--- src/hdl/ccf_pkg.sv ---
// ----------------------------------------------------------------------------
// ccf_pkg
// Shared types and constants of the cubic curve flattener.
// ----------------------------------------------------------------------------
`default_nettype none

package ccf_pkg;

  // configuration register indexes
  typedef enum logic [1:0] {
    CFG_BEZ_DETAIL   = 2'd0,
    CFG_CURVE_DETAIL = 2'd1,
    CFG_TIGHTNESS    = 2'd2
  } ccf_cfg_e;

  // actions
  localparam logic ACT_BEZIER   = 1'b0;
  localparam logic ACT_CARDINAL = 1'b1;

  // per-point control from the sequencer into the datapath
  typedef struct packed {
    logic valid;
    logic last;
    logic card;
  } ccf_ctl_t;

  // integer part of the t step, 65536 / d, indexed by the segment count d
  localparam logic [16:0] TSTEP_Q [64] = '{
    17'd0,          17'(65536 / 1),  17'(65536 / 2),  17'(65536 / 3),
    17'(65536 / 4),  17'(65536 / 5),  17'(65536 / 6),  17'(65536 / 7),
    17'(65536 / 8),  17'(65536 / 9),  17'(65536 / 10), 17'(65536 / 11),
    17'(65536 / 12), 17'(65536 / 13), 17'(65536 / 14), 17'(65536 / 15),
    17'(65536 / 16), 17'(65536 / 17), 17'(65536 / 18), 17'(65536 / 19),
    17'(65536 / 20), 17'(65536 / 21), 17'(65536 / 22), 17'(65536 / 23),
    17'(65536 / 24), 17'(65536 / 25), 17'(65536 / 26), 17'(65536 / 27),
    17'(65536 / 28), 17'(65536 / 29), 17'(65536 / 30), 17'(65536 / 31),
    17'(65536 / 32), 17'(65536 / 33), 17'(65536 / 34), 17'(65536 / 35),
    17'(65536 / 36), 17'(65536 / 37), 17'(65536 / 38), 17'(65536 / 39),
    17'(65536 / 40), 17'(65536 / 41), 17'(65536 / 42), 17'(65536 / 43),
    17'(65536 / 44), 17'(65536 / 45), 17'(65536 / 46), 17'(65536 / 47),
    17'(65536 / 48), 17'(65536 / 49), 17'(65536 / 50), 17'(65536 / 51),
    17'(65536 / 52), 17'(65536 / 53), 17'(65536 / 54), 17'(65536 / 55),
    17'(65536 / 56), 17'(65536 / 57), 17'(65536 / 58), 17'(65536 / 59),
    17'(65536 / 60), 17'(65536 / 61), 17'(65536 / 62), 17'(65536 / 63)
  };

endpackage

`default_nettype wire

--- src/hdl/ccf_seq.sv ---
// ----------------------------------------------------------------------------
// ccf_seq
// Holds one curve and steps t = j/d over its points, one point per cycle while adv_i is high.
// ----------------------------------------------------------------------------
`default_nettype none

module ccf_seq import ccf_pkg::*; #(
  parameter int CoordWidth = 24,
  parameter int MaxDetail  = 63
) (
  input  wire logic                           clk_i,
  input  wire logic                           rst_ni,
  input  wire logic                           in_valid_i,
  output logic                                in_ready_o,
  input  wire logic                           in_card_i,
  input  wire logic [8*CoordWidth-1:0]        in_pts_i,
  input  wire logic [5:0]                     bez_detail_i,
  input  wire logic [5:0]                     curve_detail_i,
  input  wire logic signed [15:0]             tightness_i,
  input  wire logic                           adv_i,
  output ccf_ctl_t                            ctl_o,
  output logic [16:0]                         t_o,
  output logic [8*CoordWidth-1:0]             pts_o,
  output logic signed [16:0]                  k_o
);

  logic        busy_q, busy_d;
  logic [5:0]  cnt_q, cnt_d;
  logic [5:0]  d_q, d_d;
  logic [16:0] t_q, t_d;
  logic [5:0]  r_q, r_d;
  logic [16:0] qstep_q, qstep_d;
  logic [5:0]  rstep_q, rstep_d;
  logic        card_q, card_d;
  logic [8*CoordWidth-1:0] pts_q, pts_d;
  logic signed [16:0] k_q, k_d;

  logic        accept, issue, last;
  logic [5:0]  d_sel, d_cl;
  logic [16:0] q_sel;
  logic [17:0] r_full;
  logic [6:0]  r_sum;

  // detail clamp and t step split into quotient and remainder
  always_comb begin
    d_sel = in_card_i ? curve_detail_i : bez_detail_i;
    if (d_sel == 6'd0) begin
      d_cl = 6'd1;
    end else if (d_sel > 6'(MaxDetail)) begin
      d_cl = 6'(MaxDetail);
    end else begin
      d_cl = d_sel;
    end
    q_sel  = TSTEP_Q[d_cl];
    r_full = 18'd65536 - 18'(q_sel * d_cl);
  end

  assign accept = in_valid_i & ~busy_q;
  assign issue  = busy_q & adv_i;
  assign last   = (cnt_q == d_q);
  assign r_sum  = {1'b0, r_q} + {1'b0, rstep_q};

  // next state
  always_comb begin
    busy_d  = busy_q;
    cnt_d   = cnt_q;
    d_d     = d_q;
    t_d     = t_q;
    r_d     = r_q;
    qstep_d = qstep_q;
    rstep_d = rstep_q;
    card_d  = card_q;
    pts_d   = pts_q;
    k_d     = k_q;
    if (accept) begin
      busy_d  = 1'b1;
      cnt_d   = 6'd0;
      d_d     = d_cl;
      t_d     = 17'd0;
      r_d     = d_cl >> 1;
      qstep_d = q_sel;
      rstep_d = r_full[5:0];
      card_d  = in_card_i;
      pts_d   = in_pts_i;
      k_d     = 17'sd4096 - 17'(tightness_i);
    end else if (issue) begin
      cnt_d = cnt_q + 6'd1;
      if (last) begin
        busy_d = 1'b0;
      end
      if (r_sum >= {1'b0, d_q}) begin
        t_d = t_q + qstep_q + 17'd1;
        r_d = 6'(r_sum - {1'b0, d_q});
      end else begin
        t_d = t_q + qstep_q;
        r_d = r_sum[5:0];
      end
    end
  end

  // control state
  always_ff @(posedge clk_i or negedge rst_ni) begin
    if (!rst_ni) begin
      busy_q <= 1'b0;
    end else begin
      busy_q <= busy_d;
    end
  end

  // curve data
  always_ff @(posedge clk_i) begin
    cnt_q   <= cnt_d;
    d_q     <= d_d;
    t_q     <= t_d;
    r_q     <= r_d;
    qstep_q <= qstep_d;
    rstep_q <= rstep_d;
    card_q  <= card_d;
    pts_q   <= pts_d;
    k_q     <= k_d;
  end

  assign in_ready_o  = ~busy_q;
  assign ctl_o.valid = busy_q;
  assign ctl_o.last  = last;
  assign ctl_o.card  = card_q;
  assign t_o         = t_q;
  assign pts_o       = pts_q;
  assign k_o         = k_q;

  // checks
  a_cnt_range : assert property (@(posedge clk_i) disable iff (!rst_ni)
    busy_q |-> cnt_q <= d_q) else $error("point count beyond detail");
  a_rem_range : assert property (@(posedge clk_i) disable iff (!rst_ni)
    busy_q |-> r_q < d_q) else $error("t remainder out of range");
  a_last_ends : assert property (@(posedge clk_i) disable iff (!rst_ni)
    (issue && last) |=> !busy_q) else $error("curve did not end on last point");
  a_last_t_one : assert property (@(posedge clk_i) disable iff (!rst_ni)
    (busy_q && last) |-> t_q == 17'd65536) else $error("final t is not one");

endmodule

`default_nettype wire

--- config.mk ---
export PLATFORM = sky130hd
export DESIGN_NAME = ccf_seq
export DESIGN_NICKNAME = d
export VERILOG_FILES = /design/src/hdl/ccf_pkg.sv /design/src/hdl/ccf_seq.sv
export SDC_FILE = /design/constraint.sdc
export NUM_CORES = 1
export LEC_CHECK = 0
export ABC_AREA = 1
export BUFFER_PORTS_ARGS = -buffer_cell sky130_fd_sc_hd__buf_4
export CORE_MARGIN = 10
export CORE_UTILIZATION = 45
export DETAILED_ROUTE_END_ITERATION = 7
export HOLD_SLACK_MARGIN = 0.1
export PLACE_DENSITY = 0.77
export SLEW_MARGIN = 20
export SYNTH_ARGS = -nofsm -noshare
export SYNTH_HDL_FRONTEND = slang
export SYNTH_SLANG_ARGS = --single-unit
--- constraint.sdc ---
create_clock -name clk_i -period 8.5 [get_ports clk_i]
set_input_delay 0.85 -clock clk_i [delete_from_list [all_inputs] [get_ports clk_i]]
set_output_delay 0.85 -clock clk_i [all_outputs]
set_load 0.005 [all_outputs]
==> results of run 1 <==
## final cells by class
| cell class | instances | area [um^2] |
|---|---|---|
| Tap cell | 341 | 427 |
| Clock inverter | 22 | 234 |
| Sequential cell | 269 | 7830 |
| Fill cell | 2177 | 9800 |
| Clock buffer | 32 | 758 |
| Timing Repair Buffer | 461 | 3460 |
| Antenna cell | 1 | 2.50 |
| Multi-Input combinational cell | 711 | 3950 |
| Inverter | 126 | 483 |
## per-stage QoR
step	cell area, um^2	total power [mW]	setup WS [ns]
2_1_floorplan	12400	2.82	0.100
3_3_place_gp	16100	3.33	2.15
3_5_place_dp	16100	3.36	2.02
4_1_cts	17100	4.68	2.58
5_1_grt	17100	4.97	2.17
6_report	17100	4.67	2.54
## timing repair
action,4_1_cts,5_1_grt
endpoints found under the setup margin,0,0
endpoints found under the hold margin,1,0
hold buffers,1,0
## logic make-up (layout without fill, tap and decap cells)
family / after synthesis / after routing / share of synthesized area
buffers and inverters: 146 / 641 / 0.0467
xor gates and xnor gates: 34 / 34 / 0.0241
other: 0 / 1 / 0
muxes: 1 / 1 / 0.000810
AOI/OAI and AO/OA: 122 / 122 / 0.0553
adders and majority gates: 61 / 61 / 0.0666
and+or+nand+nor: 493 / 493 / 0.173
DFF: 269 / 269 / 0.634
## metal layers
| metal | share of wire | routed length [um] | up-vias | global-route usage |
|---|---|---|---|---|
| met4 | 0.037 | 1620 | 4 | 0.0919 |
| met2 | 0.51 | 22500 | 428 | 0.421 |
| met5 | 0.00062 | 27 | - | 0 |
| met3 | 0.080 | 3490 | 78 | 0.0523 |
| met1 | 0.37 | 16200 | 4914 | 0.279 |
| li1 | - | - | 4815 | - |
## placed cells by master (no fill, tap or decap), types with 4 or more instances in the layout
cell / instances
dfxtp_1: 24
fa_1: 8
nor2_1: 83
buf_4: 460
clkinv_1: 8
edfxtp_1: 244
bufinv_16: 4
xnor2_1: 11
nand3b_1: 4
nor3_1: 14
nand2_1: 267
o211ai_1: 7
a21o_1: 4
ha_1: 53
clkinv_2: 5
o21ai_0: 55
nand4_1: 14
nand2_2: 7
xor2_1: 23
nand3_1: 86
inv_1: 119
a21oi_1: 43
clkbuf_16: 30
## sequential cells by signal, summed over array words and instances, names as in the netlist
name / flops
card_q: 1
cnt_q: 6
rstep_q: 6
r_q: 6
pts_o: 192
t_o: 17
k_o: 17
busy_q: 1
d_q: 6
qstep_q: 17
## worst max-delay path by stage
stage                     startpoint    endpoint  slack, ns
after floorplan           in_valid_i      r_q[0]       0.10
final                      in_card_i  rstep_q[5]       2.54
after global routing       in_card_i  rstep_q[5]       2.17
after detailed placement   in_card_i  rstep_q[5]       2.02
after global placement     in_card_i  rstep_q[5]       2.15
after CTS                  in_card_i  rstep_q[5]       2.58
## power by group through the flow
stage | Clock, mW | Combinational (mW) | Sequential, mW
3_3_place_gp | 0 | 1.61 | 1.72
4_1_cts | 1.33 | 1.66 | 1.70
2_1_floorplan | 0 | 1.11 | 1.71
6_report | 1.31 | 1.66 | 1.70
3_5_place_dp | 0 | 1.64 | 1.72
5_1_grt | 1.39 | 1.88 | 1.71
## critical path, delay by kind of cell
family	cells	cell delay, ns
AO/OA/AOI/OAI	2	0.28
adder cells (fa/ha/maj)	6	2.26
buffers and inverters	7	0.71
AND/OR/NAND/NOR	18	2.16
==> results.py, run 1 <==
metrics = {
    "outcome": {
        "status": "complete, no violations",
    },
    "final_layout": {
        "final_util": 0.636,
        "layout-drive-gt1-share": 0.328,
        "fin_nets": 1885,
        "syn2layout_area_growth_pct": 38.8,
        "instances_no_fill": 1963,
    },
    "timing": {
        "fin_crit_sh": 0.701,
        "whs_ns": 0.463,
        "finalSetupViolCount": 0,
        "hold_viol_final": 0,
        "maxSlewViolCount": 0,
        "finalSetupTns_ns": 0,
        "fin_crit_ns": 5.96,
        "fmax_ghz": 0.168,
        "rsz0062_at_grt": "no",
        "worst_slew_pin_slew_ns": 0.994,
        "relSlewSlack": 0.337,
        "fin_skew_ns": 0.0147,
    },
    "routing": {
        "wl_um": 43900,
        "drc": 0,
        "drtIter0Drc": 918,
        "viasPerCell": 5.22,
        "first_pass_iters": 6,
        "num_vias": 10200,
        "post_drt_wl_per_cell_um": 22.4,
        "ant_nets": 0,
    },
    "synth": {
        "syn_inst": 1126,
        "synth_edf_count": 244,
        "ys.warnings.count": 0,
        "synth_top_area_frac": 0.593,
        "syn-cell-area_um2": 12400,
        "synth_area_leaders": "edfxtp_1, nand2_1, ha_1, dfxtp_1, inv_1",
        "synth_fp_nets": 1412,
        "synthFlopType": "edfxtp_1",
        "synthTopCellsByCount": "nand2_1, edfxtp_1, inv_1",
        "synth_cell_types": 48,
        "async_flop_share": 0.00372,
        "synth_most_common_cell": "nand2_1",
        "syn_area_per_cell_um2": 11.0,
        "yosys_register_bits": 269,
        "ys_seq_area_frac": 0.634,
        "synth_top_area_cell": "edfxtp_1",
    },
    "floorplanning": {
        "core_um2": 27000,
        "pin_count": 455,
        "die_x_um": 186,
        "die_h_um": 186,
        "rows": 60,
        "dieArea_um2": 34500,
        "start_util": 0.458,
    },
    "power": {
        "ir_drop_uv": 195,
        "p_per_area_nw_per_um2": 272,
        "p_comb_frac": 0.356,
        "netSwitchingPower_mw": 1.66,
        "pwr-share-clk": 0.280,
        "p_int_mw": 3.01,
        "seq_power_share": 0.364,
        "leakagePower_nw": 7.62,
        "sw_frac_of_total": 0.356,
    },
    "global_route": {
        "grt_start_max_net_pins": 106,
        "grt-ovfl-total": 0,
        "grt_pass1_vias": 10100,
        "grt_antenna_before_repair": 3,
        "grt_pass1_wl_um": 62600,
        "grt_usage": 0.239,
    },
    "placed_design": {
        "port_buffers": 454,
        "place_inst": 1907,
        "place_congestion": 0.910,
        "dp_hpwl_um": 34600,
    },
    "setup_path": {
        "critPathMaxStageDelay_ns": 0.49,
        "r2r_slack_ns": 4.71,
        "path_class": "input pin to flop",
        "cp_max_fo": 19,
        "cp_data_required_time_ns": 8.81,
        "cp_slowest_cell": "fa_1",
        "reg2regPathDepth": 14,
        "cp_data_arrival_time_ns": 6.27,
        "cpMostUsedCell": "nand2_1",
        "critPathLaunchType": "input pin",
        "rr_startpoint": "r_q[0]",
        "end_kind": "flop",
        "r2r-end": "r_q[1]",
    },
    "cts": {
        "ctsRootBufferMaster": "clkbuf_16",
        "cts.htree.levels": 1,
        "clock-sinks": 269,
        "cts_tree": "yes",
        "numCtsBuffers": 30,
        "clk_pin_slew_worst_paths_ns": 0.06,
        "clk_path_buf_depth": 3,
        "ctsResizeCount": 0,
        "clock_latency_ns": 0.56,
        "cts_post_setup_buffers_inserted": 0,
    },
    "min_path": {
        "hold_depth": 1,
        "min_path_type": "input pin to flop",
        "min_to": "pts_o[74]",
        "hp-start": "in_pts_i[74]",
    },
    "job": {
        "maxCapViolCount": 0,
    },
}
No activity file was read; power rests on OpenSTA's default activity.
==> run 2: changes to the inputs <==
- clock period: 8.5 -> 4.99 ns (I/O delays scaled with it)
==> run 2 against run 1 <==
Die area unchanged. Power increased by 70%. Sequential cell count is the same. First-iteration DRC count shrank 3.6%. Count of clock-buffer cells in the layout unchanged. Largest cell class unchanged. Highest routed layer unchanged.
==> results.py, run 2 (synthesis results as in run 1) <==
metrics = {
    "outcome": {
        "status": "complete, no violations",
    },
    "timing": {
        "whs_ns": 0.120,
        "hold_viol_final": 0,
        "worst_slew_pin_slew_ns": 0.813,
        "finalSetupViolCount": 0,
        "finalSetupTns_ns": 0,
        "fmax_ghz": 0.214,
        "rsz0062_at_grt": "no",
        "maxSlewViolCount": 0,
        "fin_crit_ns": 4.67,
        "fin_crit_sh": 0.937,
        "relSlewSlack": 0.458,
        "fin_skew_ns": 0.0151,
    },
    "min_path": {
        "min_path_type": "input pin to flop",
        "min_to": "pts_o[52]",
        "hp-start": "in_pts_i[52]",
        "hold_depth": 1,
    },
    "setup_path": {
        "r2r-end": "r_q[1]",
        "cp_data_required_time_ns": 5.30,
        "cp_slowest_cell": "fa_1",
        "cpMostUsedCell": "nand2_1",
        "rr_startpoint": "r_q[0]",
        "reg2regPathDepth": 14,
        "cp_max_fo": 6,
        "critPathLaunchType": "input pin",
        "startpoint": "in_card_i",
        "cp_data_arrival_time_ns": 4.98,
        "path_class": "input pin to flop",
        "critPathMaxStageDelay_ns": 0.49,
        "r2r_slack_ns": 1.09,
        "end_kind": "flop",
    },
    "power": {
        "ir_drop_uv": 359,
        "leakagePower_nw": 8.02,
        "p_per_area_nw_per_um2": 443,
    },
    "routing": {
        "first_pass_iters": 5,
        "post_drt_wl_per_cell_um": 21.4,
        "wl_um": 43800,
        "ant_nets": 0,
        "drtIter0Drc": 885,
        "viasPerCell": 5.14,
        "num_vias": 10500,
        "drc": 0,
    },
    "placed_design": {
        "placed_area_um2": 16700,
        "place_congestion": 0.956,
        "dp_hpwl_um": 34300,
        "port_buffers": 454,
        "place_inst": 1974,
    },
    "final_layout": {
        "final_area_um2": 17900,
        "largest_reg_flops": 192,
        "seqCellArea_um2": 7830,
        "fillers": 2060,
        "layout_common_cells": "buf_4, nand2_1, edfxtp_1, inv_1, nand3_1",
        "multi_input_area_um2": 3980,
        "final_common_cell": "buf_4",
        "fin_nets": 1974,
        "syn2layout_area_growth_pct": 44.6,
        "layout-drive-gt1-share": 0.352,
        "instances_no_fill": 2048,
        "final_util": 0.663,
    },
    "floorplanning": {
        "die_h_um": 186,
        "pin_count": 455,
        "core_um2": 27000,
        "start_util": 0.458,
        "rows": 60,
        "die_x_um": 186,
        "dieArea_um2": 34500,
    },
    "global_route": {
        "grt_start_max_net_pins": 135,
        "grt_antenna_before_repair": 4,
        "grt_pass1_vias": 10400,
        "grt_usage": 0.237,
        "grt-ovfl-total": 0,
        "grt_pass1_wl_um": 62200,
    },
    "cts": {
        "clock-sinks": 269,
        "cts_tree": "yes",
        "clk_path_buf_depth": 3,
        "cts.htree.levels": 1,
        "numCtsBuffers": 30,
        "clk_pin_slew_worst_paths_ns": 0.06,
        "clock_latency_ns": 0.55,
        "ctsRootBufferMaster": "clkbuf_16",
        "cts_post_setup_buffers_inserted": 0,
    },
    "job": {
        "maxCapViolCount": 0,
    },
}
-- run 2: worst max-delay path by stage --
stage	endpoint	slack (ns)	depth (start not counted)
floorplan	rstep_q[5]	0.02	28
global placement	rstep_q[5]	-0.08	34
detailed placement	rstep_q[5]	-0.18	34
CTS	rstep_q[5]	0.41	34
global route	rstep_q[5]	0.03	34
finish	rstep_q[5]	0.32	34
-- run 2: stage by stage --
step | power (mW) | setup slack, ns
4_1_cts | 7.93 | 0.408
6_report | 7.92 | 0.315
3_5_place_dp | 5.79 | -0.182
3_3_place_gp | 5.72 | -0.0767
5_1_grt | 8.44 | 0.0318
2_1_floorplan | 4.79 | 0.0175
-- run 2: what timing repair did --
item	4_1_cts	5_1_grt
hold buffers	22	1
resized for setup	0	0
hold endpoints to repair	22	1
-- run 2: critical path: cells and delay by family --
kind,cells,cell delay [ns]
fa+ha+maj,6,2.08
simple gates,19,1.65
buf+inv,7,0.50
compound gates,2,0.27
-- run 2: final cells by class --
type | count | area share
antenna | 2 | 0.000280
timing repair buffer | 550 | 0.236
clock inverter | 17 | 0.00973
inverter | 126 | 0.0270
clock buffer | 32 | 0.0424
tap | 341 | 0.0239
sequential | 269 | 0.438
multi-input combinational | 711 | 0.223
-- run 2: layer usage --
layer  GRT usage  vias to the layer above  wire length, um
li1            -                     4995                -
met1       0.262                     5007            15800
met2       0.422                      422            22500
met3      0.0585                       97             3560
met4       0.105                        4             1980
met5           0                        -               21
-- run 2: report_power, final --
| group | switching, mW | internal [mW] |
|---|---|---|
| clock network | 0.865 | 1.24 |
| logic | 1.75 | 1.17 |
| registers | 0.162 | 2.73 |
==> run 3: changes to the inputs <==
- ABC_AREA: 1 -> unset
- CTS_CLUSTER_SIZE: unset -> 12
- PLACE_DENSITY: 0.77 -> unset
- PLACE_DENSITY_LB_ADDON: unset -> 0.3
==> run 3 against run 2 <==
Non-clock buffer count rose by 23. Highest routed layer unchanged. Critical path type unchanged. Synthesized cell count down 19%. Core utilization grew 1.9 points. Clock power fell by 3%. Wire length up 1.7%. Area after synthesis is 2.3% lower. First-iteration DRC count grew 3.8%. Critical endpoint unchanged.
==> results.py, run 3 <==
metrics = {
    "outcome": {
        "status": "complete, no violations",
    },
    "floorplanning": {
        "start_util": 0.461,
        "dieArea_um2": 33800,
        "die_h_um": 184,
        "pin_count": 455,
        "die_x_um": 184,
        "rows": 59,
        "core_um2": 26200,
    },
    "power": {
        "p_per_area_nw_per_um2": 429,
        "leakagePower_nw": 7.34,
        "ir_drop_uv": 345,
    },
    "final_layout": {
        "syn2layout_area_growth_pct": 48.1,
        "layout-drive-gt1-share": 0.405,
        "instances_no_fill": 1836,
        "fillers": 1868,
        "layout_common_cells": "buf_4, edfxtp_1, nand2_1, nor2_1, dlygate4sd3_1",
        "final_common_cell": "buf_4",
        "largest_reg_flops": 192,
        "final_util": 0.682,
        "fin_nets": 1763,
    },
    "setup_path": {
        "cp_data_arrival_time_ns": 5.02,
        "reg2regPathDepth": 11,
        "r2r-end": "r_q[1]",
        "cp_max_fo": 11,
        "endpoint": "rstep_q[5]",
        "rr_startpoint": "r_q[0]",
        "startpoint": "in_card_i",
        "cp_data_required_time_ns": 5.29,
        "r2r_slack_ns": 1.27,
        "end_kind": "flop",
        "path_class": "input pin to flop",
        "critPathLaunchType": "input pin",
    },
    "timing": {
        "finalSetupTns_ns": 0,
        "fin_crit_ns": 4.72,
        "relSlewSlack": 0.333,
        "hold_viol_final": 0,
        "fmax_ghz": 0.212,
        "worst_slew_pin_slew_ns": 1.00,
        "finalSetupViolCount": 0,
        "fin_skew_ns": 0.0136,
        "fin_crit_sh": 0.946,
        "maxSlewViolCount": 0,
        "worst_slack_ns": 0.268,
    },
    "min_path": {
        "min_path_type": "input pin to flop",
    },
    "global_route": {
        "grt_usage": 0.249,
        "grt_antenna_before_repair": 2,
        "grt_pass1_wl_um": 63500,
        "grt-ovfl-total": 0,
        "grt_pass1_vias": 9911,
        "grt_start_max_net_pins": 187,
    },
    "placed_design": {
        "port_buffers": 454,
        "place_inst": 1726,
        "place_congestion": 0.895,
        "dp_hpwl_um": 33700,
        "place_ws_ns": -0.555,
    },
    "synth": {
        "ys.warnings.count": 0,
        "synth_top_area_cell": "edfxtp_1",
        "synthFlopType": "edfxtp_1",
        "syn-cell-area_um2": 12100,
        "syn_area_per_cell_um2": 13.3,
        "synthTopCellsByCount": "edfxtp_1, nand2_1, nor2_1",
        "synth_cell_types": 75,
        "synth_most_common_cell": "edfxtp_1",
        "synth_fp_nets": 1194,
        "synth_area_leaders": "edfxtp_1, ha_1, dfxtp_1, xnor2_1, nand2_1",
        "synth_top_area_frac": 0.607,
        "async_flop_share": 0.00372,
        "ys_seq_area_frac": 0.649,
        "yosys_register_bits": 269,
        "syn_inst": 908,
        "synth_edf_count": 244,
    },
    "routing": {
        "wl_um": 44600,
        "first_pass_iters": 6,
        "viasPerCell": 5.38,
        "ant_nets": 0,
        "drtIter0Drc": 919,
        "drc": 0,
        "num_vias": 9881,
        "post_drt_wl_per_cell_um": 24.3,
    },
    "cts": {
        "numCtsBuffers": 29,
        "clk_path_buf_depth": 3,
        "cts.htree.levels": 1,
        "clock-sinks": 269,
        "ctsRootBufferMaster": "clkbuf_16",
        "clk_pin_slew_worst_paths_ns": 0.06,
        "cts_tree": "yes",
        "clock_latency_ns": 0.55,
    },
    "job": {
        "maxCapViolCount": 0,
    },
}
-- run 3: worst max-delay path, cell delays in order --
cell,delay [ns]
buf_12,0.13
mux2i_4,0.24
inv_2,0.07
nor2_4,0.14
a31oi_4,0.16
buf_4,0.18
ha_1,0.23
a21boi_0,0.19
o221ai_1,0.17
a311oi_2,0.38
nand2_1,0.11
fa_1,0.49
inv_1,0.04
ha_1,0.27
inv_1,0.05
fa_1,0.48
ha_4,0.19
xnor2_2,0.13
xnor2_1,0.17
xnor2_1,0.16
xnor2_1,0.15
xnor2_1,0.16
xnor2_1,0.16
xnor2_1,0.08
-- run 3: worst min path at each step --
stage,from,end,slack [ns],cells past startpoint
2_1_floorplan,rst_ni,busy_q,0.20,0
3_3_place_gp,rst_ni,busy_q,0.28,1
3_5_place_dp,rst_ni,busy_q,0.28,1
4_1_cts,in_pts_i[88],pts_o[88],0.10,1
5_1_grt,in_pts_i[47],pts_o[47],0.11,1
6_report,in_pts_i[19],pts_o[19],0.12,1
-- run 3: cells by family after synthesis --
logic type | count (synthesis) | synth area share
flops | 269 | 0.649
simple gates | 227 | 0.0891
compound gates | 197 | 0.110
buf+inv | 80 | 0.0276
xor+xnor | 61 | 0.0442
fa+ha+maj | 61 | 0.0682
mux | 13 | 0.0122
-- run 3: final cells by class --
| type | instances | area (um^2) | share of cell area |
|---|---|---|---|
| sequential | 269 | 7830 | 0.438 |
| timing repair buffer | 573 | 4460 | 0.249 |
| multi-input combinational | 559 | 4110 | 0.230 |
| clock buffer | 45 | 796 | 0.0445 |
| tap | 335 | 419 | 0.0234 |
| inverter | 45 | 171 | 0.00959 |
| clock inverter | 9 | 91.3 | 0.00511 |
| antenna | 1 | 2.50 | 0.000140 |
-- run 3: timing repair --
item,4_1_cts,5_1_grt
setup endpoints to repair,0,1
setup buffers,0,4
endpoints found under the hold margin,51,0
resized for setup,0,13
hold buffers,51,0
-- run 3: report_power, final --
group,switching [mW],internal (mW)
combinational,1.47,1.31
sequential,0.147,2.70
clock,0.884,1.16
total,2.50,5.17
-- run 3: layer usage --
| layer | track usage | part of all wire | vias to the layer above |
|---|---|---|---|
| li1 | - | - | 4547 |
| met1 | 0.290 | 0.36 | 4790 |
| met2 | 0.432 | 0.51 | 476 |
| met3 | 0.0749 | 0.10 | 66 |
| met4 | 0.0764 | 0.024 | 2 |
| met5 | 0 | 0.00045 | - |
-- run 3: metrics by stage --
step	total power, mW	hold WS (ns)	area (um^2)
finish	7.67	0.123	17900
global route	8.10	0.106	17900
CTS	7.67	0.100	17800
detailed placement	5.59	0.276	16400
global placement	5.50	0.277	16400
floorplan	4.72	0.203	12300
